--- src/rtl/core/imu_nine_axis_running_median_top_macros.svh ---
// ----------------------------------------------------------------------------
// Assertion macros for the nine-axis running median filter
// Shorthand for the clocked checks at the end of the top level.
// ----------------------------------------------------------------------------
`ifndef IMU_NINE_AXIS_RUNNING_MEDIAN_TOP_MACROS_SVH
`define IMU_NINE_AXIS_RUNNING_MEDIAN_TOP_MACROS_SVH

// The consequent must hold in the same cycle as the antecedent.
`define IMU9RM_ASSERT_NOW(label, ante, cons, msg) \
    label: assert property (@(posedge clk) disable iff (!rst_n) (ante) |-> (cons)) \
        else $error(msg);

// The consequent must hold in the cycle after the antecedent.
`define IMU9RM_ASSERT_NEXT(label, ante, cons, msg) \
    label: assert property (@(posedge clk) disable iff (!rst_n) (ante) |=> (cons)) \
        else $error(msg);

`endif

--- src/rtl/core/imu9rm_pkg.sv ---
// ----------------------------------------------------------------------------
// imu9rm_pkg
// Shared types and constants of the nine-axis running median filter.
// ----------------------------------------------------------------------------
`timescale 1ns / 1ps
`default_nettype none

package imu9rm_pkg;

    // Number of sensor channels in one sample beat.
    localparam int CHANNELS = 9;

    // Comparison flags that one sort cell hands to its neighbors.
    typedef struct packed {
        logic gt;      // the stored value is greater than the new sample
        logic del_le;  // the oldest entry sits in this cell or below it
    } cell_flags_t;

endpackage

`default_nettype wire

--- src/rtl/core/imu9rm_sample_if.sv ---
// ----------------------------------------------------------------------------
// imu9rm_sample_if
// Valid/ready channel that carries one nine-axis raw sample per beat.
// ----------------------------------------------------------------------------
`timescale 1ns / 1ps
`default_nettype none

interface imu9rm_sample_if #(
    parameter int SAMPLE_BITS = 16
);
    logic                          valid;
    logic                          ready;
    logic signed [SAMPLE_BITS-1:0] accel_x;
    logic signed [SAMPLE_BITS-1:0] accel_y;
    logic signed [SAMPLE_BITS-1:0] accel_z;
    logic signed [SAMPLE_BITS-1:0] gyro_x;
    logic signed [SAMPLE_BITS-1:0] gyro_y;
    logic signed [SAMPLE_BITS-1:0] gyro_z;
    logic signed [SAMPLE_BITS-1:0] mag_x;
    logic signed [SAMPLE_BITS-1:0] mag_y;
    logic signed [SAMPLE_BITS-1:0] mag_z;

    modport source (
        output valid, accel_x, accel_y, accel_z, gyro_x, gyro_y, gyro_z,
               mag_x, mag_y, mag_z,
        input  ready
    );

    modport sink (
        input  valid, accel_x, accel_y, accel_z, gyro_x, gyro_y, gyro_z,
               mag_x, mag_y, mag_z,
        output ready
    );
endinterface

`default_nettype wire

--- src/rtl/core/imu9rm_median_if.sv ---
// ----------------------------------------------------------------------------
// imu9rm_median_if
// Valid/ready channel that carries the nine windowed medians per beat.
// ----------------------------------------------------------------------------
`timescale 1ns / 1ps
`default_nettype none

interface imu9rm_median_if #(
    parameter int SAMPLE_BITS = 16
);
    logic                          valid;
    logic                          ready;
    logic signed [SAMPLE_BITS-1:0] median_accel_x;
    logic signed [SAMPLE_BITS-1:0] median_accel_y;
    logic signed [SAMPLE_BITS-1:0] median_accel_z;
    logic signed [SAMPLE_BITS-1:0] median_gyro_x;
    logic signed [SAMPLE_BITS-1:0] median_gyro_y;
    logic signed [SAMPLE_BITS-1:0] median_gyro_z;
    logic signed [SAMPLE_BITS-1:0] median_mag_x;
    logic signed [SAMPLE_BITS-1:0] median_mag_y;
    logic signed [SAMPLE_BITS-1:0] median_mag_z;

    modport source (
        output valid, median_accel_x, median_accel_y, median_accel_z,
               median_gyro_x, median_gyro_y, median_gyro_z,
               median_mag_x, median_mag_y, median_mag_z,
        input  ready
    );

    modport sink (
        input  valid, median_accel_x, median_accel_y, median_accel_z,
               median_gyro_x, median_gyro_y, median_gyro_z,
               median_mag_x, median_mag_y, median_mag_z,
        output ready
    );
endinterface

`default_nettype wire

--- src/rtl/core/imu9rm_cell.sv ---
// ----------------------------------------------------------------------------
// imu9rm_cell
// One slot of a sorted window: holds a value and its age, and on each new
// sample takes its next entry from itself, a neighbor or the new sample.
// ----------------------------------------------------------------------------
`timescale 1ns / 1ps
`default_nettype none

module imu9rm_cell
    import imu9rm_pkg::*;
#(
    parameter int WINDOW      = 4,
    parameter int SAMPLE_BITS = 16,
    parameter int RESET_AGE   = 0,
    localparam int AGE_W      = $clog2(WINDOW)
) (
    input  wire logic                          clk,
    input  wire logic                          rst_n,
    input  wire logic                          shift,
    input  wire logic signed [SAMPLE_BITS-1:0] sample,
    input  wire logic signed [SAMPLE_BITS-1:0] lower_value,
    input  wire logic        [AGE_W-1:0]       lower_age,
    input  wire cell_flags_t                   lower_flags,
    input  wire logic signed [SAMPLE_BITS-1:0] upper_value,
    input  wire logic        [AGE_W-1:0]       upper_age,
    input  wire cell_flags_t                   upper_flags,
    output logic signed      [SAMPLE_BITS-1:0] value,
    output logic             [AGE_W-1:0]       age,
    output cell_flags_t                        flags,
    output logic signed      [SAMPLE_BITS-1:0] value_next
);

    localparam logic [AGE_W-1:0] OLDEST = AGE_W'(WINDOW - 1);

    logic signed [SAMPLE_BITS-1:0] value_reg;
    logic        [AGE_W-1:0]       age_reg;
    logic        [AGE_W-1:0]       age_next;
    logic                          keep_low;
    logic                          take_high;

    assign flags.gt     = value_reg > sample;
    assign flags.del_le = lower_flags.del_le | (age_reg == OLDEST);

    // With the oldest entry removed, the remaining list is shifted down past
    // the removed slot. The new sample lands where that list crosses it.
    always_comb
    begin
        keep_low  = flags.del_le ? !upper_flags.gt : !flags.gt;
        take_high = lower_flags.del_le ? flags.gt : lower_flags.gt;
        if (keep_low)
        begin
            value_next = flags.del_le ? upper_value : value_reg;
            age_next   = AGE_W'((flags.del_le ? upper_age : age_reg) + 1'b1);
        end
        else if (take_high)
        begin
            value_next = lower_flags.del_le ? value_reg : lower_value;
            age_next   = AGE_W'((lower_flags.del_le ? age_reg : lower_age) + 1'b1);
        end
        else
        begin
            value_next = sample;
            age_next   = '0;
        end
    end

    always_ff @(posedge clk or negedge rst_n)
    begin
        if (!rst_n)
        begin
            value_reg <= '0;
            age_reg   <= AGE_W'(RESET_AGE);
        end
        else if (shift)
        begin
            value_reg <= value_next;
            age_reg   <= age_next;
        end
    end

    assign value = value_reg;
    assign age   = age_reg;

endmodule

`default_nettype wire

--- src/rtl/core/imu9rm_lane.sv ---
// ----------------------------------------------------------------------------
// imu9rm_lane
// One sensor channel: a row of sort cells and the median pick-off.
// ----------------------------------------------------------------------------
`timescale 1ns / 1ps
`default_nettype none

module imu9rm_lane
    import imu9rm_pkg::*;
#(
    parameter int WINDOW      = 4,
    parameter int SAMPLE_BITS = 16,
    localparam int AGE_W      = $clog2(WINDOW)
) (
    input  wire logic                          clk,
    input  wire logic                          rst_n,
    input  wire logic                          shift,
    input  wire logic signed [SAMPLE_BITS-1:0] sample,
    output logic signed      [SAMPLE_BITS-1:0] median_next
);

    logic signed [SAMPLE_BITS-1:0] cell_value      [WINDOW];
    logic        [AGE_W-1:0]       cell_age        [WINDOW];
    cell_flags_t                   cell_flags      [WINDOW];
    logic signed [SAMPLE_BITS-1:0] cell_value_next [WINDOW];

    // Boundary neighbors: below the first cell sits minus infinity with no
    // removed entry; above the last cell sits plus infinity.
    localparam cell_flags_t LOW_END  = '{gt: 1'b0, del_le: 1'b0};
    localparam cell_flags_t HIGH_END = '{gt: 1'b1, del_le: 1'b1};

    genvar i;
    generate
        for (i = 0; i < WINDOW; i++)
        begin : g_cell
            logic signed [SAMPLE_BITS-1:0] lower_value;
            logic        [AGE_W-1:0]       lower_age;
            cell_flags_t                   lower_flags;
            logic signed [SAMPLE_BITS-1:0] upper_value;
            logic        [AGE_W-1:0]       upper_age;
            cell_flags_t                   upper_flags;

            if (i == 0)
            begin : g_low
                assign lower_value = '0;
                assign lower_age   = '0;
                assign lower_flags = LOW_END;
            end
            else
            begin : g_mid_low
                assign lower_value = cell_value[i-1];
                assign lower_age   = cell_age[i-1];
                assign lower_flags = cell_flags[i-1];
            end

            if (i == WINDOW - 1)
            begin : g_high
                assign upper_value = '0;
                assign upper_age   = '0;
                assign upper_flags = HIGH_END;
            end
            else
            begin : g_mid_high
                assign upper_value = cell_value[i+1];
                assign upper_age   = cell_age[i+1];
                assign upper_flags = cell_flags[i+1];
            end

            imu9rm_cell #(
                .WINDOW      (WINDOW),
                .SAMPLE_BITS (SAMPLE_BITS),
                .RESET_AGE   (i)
            ) u_cell (
                .clk         (clk),
                .rst_n       (rst_n),
                .shift       (shift),
                .sample      (sample),
                .lower_value (lower_value),
                .lower_age   (lower_age),
                .lower_flags (lower_flags),
                .upper_value (upper_value),
                .upper_age   (upper_age),
                .upper_flags (upper_flags),
                .value       (cell_value[i]),
                .age         (cell_age[i]),
                .flags       (cell_flags[i]),
                .value_next  (cell_value_next[i])
            );
        end

        if ((WINDOW % 2) == 0)
        begin : g_even
            // Mean of the two middle entries, rounded toward minus infinity.
            logic signed [SAMPLE_BITS:0] pair_sum;
            assign pair_sum =
                {cell_value_next[WINDOW/2-1][SAMPLE_BITS-1], cell_value_next[WINDOW/2-1]}
                + {cell_value_next[WINDOW/2][SAMPLE_BITS-1], cell_value_next[WINDOW/2]};
            assign median_next = pair_sum[SAMPLE_BITS:1];
        end
        else
        begin : g_odd
            assign median_next = cell_value_next[WINDOW/2];
        end
    endgenerate

endmodule

`default_nettype wire

--- src/rtl/core/imu_nine_axis_running_median_top.sv ---
// ----------------------------------------------------------------------------
// imu_nine_axis_running_median_top
// Nine-axis running median filter over a sliding window of raw IMU samples.
//
//   Channel   Direction  Beat contents
//   sample    in         accel, gyro and mag x/y/z raw counts, signed
//   median    out        windowed median of each of the nine channels
//
// One sample beat is taken per clock cycle unless median stalls; its medians
// appear in the output register on the next cycle, and throughput is one
// beat per cycle. Each channel keeps its window as a sorted row of WINDOW
// cells; the whole row updates in the accepting cycle, which sets that rate.
// Reset clears every window entry to zero and the output register to empty.
// A stall on median holds the output beat and drops sample.ready only while
// the output register is full and not being drained.
// ----------------------------------------------------------------------------
`timescale 1ns / 1ps
`default_nettype none

module imu_nine_axis_running_median_top
    import imu9rm_pkg::*;
#(
    parameter int WINDOW      = 4,
    parameter int SAMPLE_BITS = 16
) (
    input  wire logic       clk,
    input  wire logic       rst_n,
    imu9rm_sample_if.sink   sample,
    imu9rm_median_if.source median
);

`include "imu_nine_axis_running_median_top_macros.svh"

    logic                          accept;
    logic                          out_valid_reg;
    logic signed [SAMPLE_BITS-1:0] channel_sample [CHANNELS];
    logic signed [SAMPLE_BITS-1:0] channel_median [CHANNELS];
    logic signed [SAMPLE_BITS-1:0] median_reg     [CHANNELS];

    // The output register frees up in the same cycle it is drained, so a
    // steady stream flows at one beat per clock while median.ready stays high.
    assign sample.ready = !out_valid_reg || median.ready;
    assign accept       = sample.valid && sample.ready;

    // Channel order follows the beat: accelerometer, gyroscope, magnetometer.
    assign channel_sample[0] = sample.accel_x;
    assign channel_sample[1] = sample.accel_y;
    assign channel_sample[2] = sample.accel_z;
    assign channel_sample[3] = sample.gyro_x;
    assign channel_sample[4] = sample.gyro_y;
    assign channel_sample[5] = sample.gyro_z;
    assign channel_sample[6] = sample.mag_x;
    assign channel_sample[7] = sample.mag_y;
    assign channel_sample[8] = sample.mag_z;

    // Each lane removes its oldest entry, inserts the new sample in sorted
    // order and reports the median of the updated window.
    genvar c;
    generate
        for (c = 0; c < CHANNELS; c++)
        begin : g_lane
            imu9rm_lane #(
                .WINDOW      (WINDOW),
                .SAMPLE_BITS (SAMPLE_BITS)
            ) u_lane (
                .clk         (clk),
                .rst_n       (rst_n),
                .shift       (accept),
                .sample      (channel_sample[c]),
                .median_next (channel_median[c])
            );
        end
    endgenerate

    always_ff @(posedge clk or negedge rst_n)
    begin
        if (!rst_n)
        begin
            out_valid_reg <= 1'b0;
        end
        else if (sample.ready)
        begin
            out_valid_reg <= sample.valid;
        end
    end

    // The result payload is only looked at while out_valid_reg is set.
    always_ff @(posedge clk)
    begin
        if (accept)
        begin
            median_reg <= channel_median;
        end
    end

    assign median.valid          = out_valid_reg;
    assign median.median_accel_x = median_reg[0];
    assign median.median_accel_y = median_reg[1];
    assign median.median_accel_z = median_reg[2];
    assign median.median_gyro_x  = median_reg[3];
    assign median.median_gyro_y  = median_reg[4];
    assign median.median_gyro_z  = median_reg[5];
    assign median.median_mag_x   = median_reg[6];
    assign median.median_mag_y   = median_reg[7];
    assign median.median_mag_z   = median_reg[8];

    // An empty output register must never hold off the input side.
    `IMU9RM_ASSERT_NOW(a_ready_when_empty, !out_valid_reg, sample.ready, "input stalled while output empty")

    // Every accepted sample produces a result beat in the following cycle.
    `IMU9RM_ASSERT_NEXT(a_accept_gives_result, accept, median.valid, "accepted beat produced no result")

    // A full, stalled output register must block new samples.
    `IMU9RM_ASSERT_NOW(a_backpressure, median.valid && !median.ready, !sample.ready, "sample accepted over a stalled result")

endmodule

`default_nettype wire

--- src/flat_wrapper.sv ---
// flat-port wrapper written by rule: the top's interface ports become plain ports
module imu_nine_axis_running_median_top_flat import imu9rm_pkg::*;
#(
    parameter int WINDOW      = 4,
    parameter int SAMPLE_BITS = 16
)
  (clk, rst_n, sample_valid, sample_accel_x, sample_accel_y, sample_accel_z, sample_gyro_x, sample_gyro_y, sample_gyro_z, sample_mag_x, sample_mag_y, sample_mag_z, sample_ready, median_valid, median_median_accel_x, median_median_accel_y, median_median_accel_z, median_median_gyro_x, median_median_gyro_y, median_median_gyro_z, median_median_mag_x, median_median_mag_y, median_median_mag_z, median_ready);
  imu9rm_sample_if #(.SAMPLE_BITS(SAMPLE_BITS)) sample_i ();
  imu9rm_median_if #(.SAMPLE_BITS(SAMPLE_BITS)) median_i ();
  input  wire logic clk;
  input  wire logic rst_n;
  input wire logic [$bits(sample_i.valid)-1:0] sample_valid;
  input wire logic [$bits(sample_i.accel_x)-1:0] sample_accel_x;
  input wire logic [$bits(sample_i.accel_y)-1:0] sample_accel_y;
  input wire logic [$bits(sample_i.accel_z)-1:0] sample_accel_z;
  input wire logic [$bits(sample_i.gyro_x)-1:0] sample_gyro_x;
  input wire logic [$bits(sample_i.gyro_y)-1:0] sample_gyro_y;
  input wire logic [$bits(sample_i.gyro_z)-1:0] sample_gyro_z;
  input wire logic [$bits(sample_i.mag_x)-1:0] sample_mag_x;
  input wire logic [$bits(sample_i.mag_y)-1:0] sample_mag_y;
  input wire logic [$bits(sample_i.mag_z)-1:0] sample_mag_z;
  output wire logic [$bits(sample_i.ready)-1:0] sample_ready;
  output wire logic [$bits(median_i.valid)-1:0] median_valid;
  output wire logic [$bits(median_i.median_accel_x)-1:0] median_median_accel_x;
  output wire logic [$bits(median_i.median_accel_y)-1:0] median_median_accel_y;
  output wire logic [$bits(median_i.median_accel_z)-1:0] median_median_accel_z;
  output wire logic [$bits(median_i.median_gyro_x)-1:0] median_median_gyro_x;
  output wire logic [$bits(median_i.median_gyro_y)-1:0] median_median_gyro_y;
  output wire logic [$bits(median_i.median_gyro_z)-1:0] median_median_gyro_z;
  output wire logic [$bits(median_i.median_mag_x)-1:0] median_median_mag_x;
  output wire logic [$bits(median_i.median_mag_y)-1:0] median_median_mag_y;
  output wire logic [$bits(median_i.median_mag_z)-1:0] median_median_mag_z;
  input wire logic [$bits(median_i.ready)-1:0] median_ready;
  assign sample_i.valid = sample_valid;
  assign sample_i.accel_x = sample_accel_x;
  assign sample_i.accel_y = sample_accel_y;
  assign sample_i.accel_z = sample_accel_z;
  assign sample_i.gyro_x = sample_gyro_x;
  assign sample_i.gyro_y = sample_gyro_y;
  assign sample_i.gyro_z = sample_gyro_z;
  assign sample_i.mag_x = sample_mag_x;
  assign sample_i.mag_y = sample_mag_y;
  assign sample_i.mag_z = sample_mag_z;
  assign sample_ready = sample_i.ready;
  assign median_valid = median_i.valid;
  assign median_median_accel_x = median_i.median_accel_x;
  assign median_median_accel_y = median_i.median_accel_y;
  assign median_median_accel_z = median_i.median_accel_z;
  assign median_median_gyro_x = median_i.median_gyro_x;
  assign median_median_gyro_y = median_i.median_gyro_y;
  assign median_median_gyro_z = median_i.median_gyro_z;
  assign median_median_mag_x = median_i.median_mag_x;
  assign median_median_mag_y = median_i.median_mag_y;
  assign median_median_mag_z = median_i.median_mag_z;
  assign median_i.ready = median_ready;
  imu_nine_axis_running_median_top #(.WINDOW(WINDOW), .SAMPLE_BITS(SAMPLE_BITS)) u_core (.clk(clk), .rst_n(rst_n), .sample(sample_i), .median(median_i));
endmodule
--- config.mk ---
export PLATFORM = sky130hd
export DESIGN_NAME = imu_nine_axis_running_median_top_flat
export DESIGN_NICKNAME = d
export VERILOG_FILES = /design/src/rtl/core/imu9rm_pkg.sv /design/src/rtl/core/imu9rm_sample_if.sv /design/src/rtl/core/imu9rm_median_if.sv /design/src/rtl/core/imu9rm_cell.sv /design/src/rtl/core/imu9rm_lane.sv /design/src/rtl/core/imu_nine_axis_running_median_top.sv /design/src/flat_wrapper.sv
export VERILOG_INCLUDE_DIRS = /design/src /design/src/rtl/core
export SDC_FILE = /design/constraint.sdc
export NUM_CORES = 2
export LEC_CHECK = 0
export BUFFER_PORTS_ARGS = -buffer_cell sky130_fd_sc_hd__clkbuf_2
export CORE_MARGIN = 10
export CORE_UTILIZATION = 59
export CTS_CLUSTER_DIAMETER = 40
export DETAILED_ROUTE_END_ITERATION = 10
export PLACE_DENSITY_LB_ADDON = 0.08
export SLEW_MARGIN = 20
export SYNTH_ARGS = -nofsm -noshare
export SYNTH_HDL_FRONTEND = slang
export SYNTH_HIERARCHICAL = 1
export SYNTH_SLANG_ARGS = --single-unit
--- constraint.sdc ---
create_clock -name clk -period 5.2 [get_ports clk]
set_input_delay 1.04 -clock clk [delete_from_list [all_inputs] [get_ports clk]]
set_output_delay 1.04 -clock clk [all_outputs]
set_load 0.005 [all_outputs]
==> flow_metrics.py <==
metrics = {
    "worst_setup_path": {
        "slowest_delay_ns": 0.42,
        "worstPathRequired_ns": 5.72,
        "timing.rr.end": "u_core/median.median_accel_x[13]",
        "crit_top_cell": "inv_1",
        "crit_fanout": 3,
        "worst_path_max_delay_cell": "a2111o_1",
        "cp_num_buf_inv": 3,
        "cp-end-kind": "register",
        "worstSetupStartpointType": "primary input",
        "path_cells": "clkbuf_2 -> inv_1 -> ha_1 -> nor2b_1 -> o211ai_1 -> a2111o_1 -> a31oi_1 -> or2_1 -> inv_1 -> nand2_1 -> o31ai_4 -> mux2_2 -> a221o_1 -> and2_4 -> fa_2 -> a21o_1 -> a311o_1 -> and3_4 -> nor4b_2 -> a211oi_1",
        "reg2reg_setup_slack_ns": 0.32,
        "rr_worst_depth": 18,
        "critical_path.top_delay_family": "compound AO/OA/AOI/OAI gates",
        "worstSetupPathType": "primary input to register",
        "crit_arrival_ns": 5.42,
    },
    "clock_tree": {
        "clkLatencyLatePin_ns": 0.79,
        "htree_levels": 4,
        "numCtsBuffers": 176,
        "cts_tree": "built",
        "cts_buffer_depth": 3,
        "clkTransAtPathRegs_ns": 0.05,
        "cts_sinks": 793,
        "root_buffer": "clkbuf_16",
    },
    "grt": {
        "grt_pass1_wl_mm": 401,
        "overflow": 0,
        "grt_start_max_net_pins": 110,
        "grtUsageTotal_pct": 31.9,
        "grt_pass1_vias": 72800,
        "grt_antenna_before_repair": 22,
    },
    "synthesis": {
        "synth_warnings": 6,
        "netlist_instances": 8490,
        "synth_area_um2": 80100,
        "syn_area_per_cell_um2": 9.43,
    },
    "routing": {
        "avgViaCountPerCell": 6.18,
        "routed_wl_mm": 250,
        "ant_nets": 0,
        "drt-initial-drc-count": 6379,
        "vias": 72900,
        "avgRoutedWirePerCell_um": 21.2,
        "remaining_drc_errors": 0,
        "drt_first_pass_iters": 8,
    },
    "timing": {
        "finalHoldViolCount": 0,
        "timing.fmax_mhz": 204,
        "finClkSkew_ns": 0.0485,
        "rsz0062_at_grt": "no",
        "slew-limit-headroom_pct": -43.5,
        "setup_viol": 0,
        "finalSetupTns_ns": 0,
        "slew_violations": 162,
        "period_needed_ns": 4.90,
        "timing.final.crit_share_pct": 94.3,
        "worst_pin_slew_ns": 2.14,
    },
    "place": {
        "io_buffer_count": 293,
        "gp_congestion": 0.955,
        "dp_hpwl_mm": 191,
    },
    "floorplanning": {
        "die_area_um2": 151000,
        "io_pins": 294,
        "core_um2": 135000,
        "die_h_um": 388,
        "die_w_um": 388,
        "rows": 135,
        "initial_core_util_pct": 59.2,
    },
    "min_path": {
        "hold_path_class": "primary input to asynchronous set/reset pin",
    },
    "layout": {
        "layout-drive-gt1-share_pct": 26.6,
        "fin_nets": 10700,
        "area_delta_synth_final_pct": 22.0,
        "largest_reg_flops": 576,
    },
    "status": {
        "run_status": "complete, but fails checks",
        "violations": "max-slew violations",
    },
    "job": {
        "cap_violations": 0,
    },
}
==> stage by stage <==
stage	cell area, µm²	setup WS [ns]	instances	utilization (%)	hold slack [ns]
after floorplan	82200	-0.201	8868	-	0.542
after global placement	91300	-0.300	11500	67.5	0.527
after detailed placement	91300	-0.434	11500	67.5	0.536
after CTS	97600	0.365	11800	72.2	0.206
after global routing	97600	0.121	11800	72.2	0.234
final	97600	0.296	11800	72.3	0.206
==> layout make-up <==
class | count | area, µm²
clock buffers | 210 | 4900
flip-flops and latches | 793 | 20600
clock inverters | 119 | 1430
well taps | 1781 | 2230
fillers | 10300 | 37500
repair buffers | 1341 | 9770
multi-input cells | 6757 | 55600
inverters | 790 | 3100
diodes | 8 | 20.0
==> layout by cell type, fill, tap and decap left out, drive strengths merged, types with 289 or more instances in the layout <==
master  instances
nor2          338
a221o         289
conb          396
o221a         576
nand2         343
clkbuf        502
nand2b        578
dfrtp         613
buf          1049
mux2i        1082
inv           823
ha            711
a21oi         428
==> per-layer routing <==
layer / track usage [%] / vias up / part of all wire, %
met5: 0 / - / 0.046
met4: 11.8 / 20 / 3.7
met3: 5.67 / 555 / 6.8
met2: 51.8 / 2345 / 46
met1: 42.4 / 35500 / 43
li1: - / 34500 / -
==> what timing repair did <==
item	4_1_cts	5_1_grt
buffers inserted	0	0
setup endpoints to repair	0	2
hold buffers	0	0
gates resized for setup	0	1
==> worst max path at each step <==
stage                      start                               end  slack, ns  cells past startpoint
4_1_cts                 register  u_core/median.median_accel_x[13]       0.37                     18
6_report       sample_accel_x[1]  u_core/median.median_accel_x[13]       0.30                     20
2_1_floorplan    sample_mag_z[1]    u_core/median.median_mag_z[11]      -0.20                     22
3_3_place_gp    sample_gyro_z[1]   u_core/median.median_gyro_z[15]      -0.30                     20
5_1_grt                 register   u_core/median.median_accel_x[8]       0.12                     19
3_5_place_dp   sample_accel_x[1]  u_core/median.median_accel_x[13]      -0.43                     20
==> worst register-to-register path, stage by stage, from the launching register on <==
cell and delay [ns]:
dfrtp_1 0.41, ha_1 0.32, nor2b_1 0.14, o211ai_1 0.15
a2111o_1 0.42, a31oi_1 0.38, or2_1 0.19, inv_1 0.06
nand2_1 0.10, o31ai_4 0.08, mux2_2 0.28, a221o_1 0.35
and2_4 0.17, fa_2 0.37, a21o_1 0.21, a311o_1 0.36
and3_4 0.23, nor4b_2 0.31, a211oi_1 0.09
Power is not shown: default switching activity piles up to over one toggle a cycle in this logic, so the estimate is an artifact.
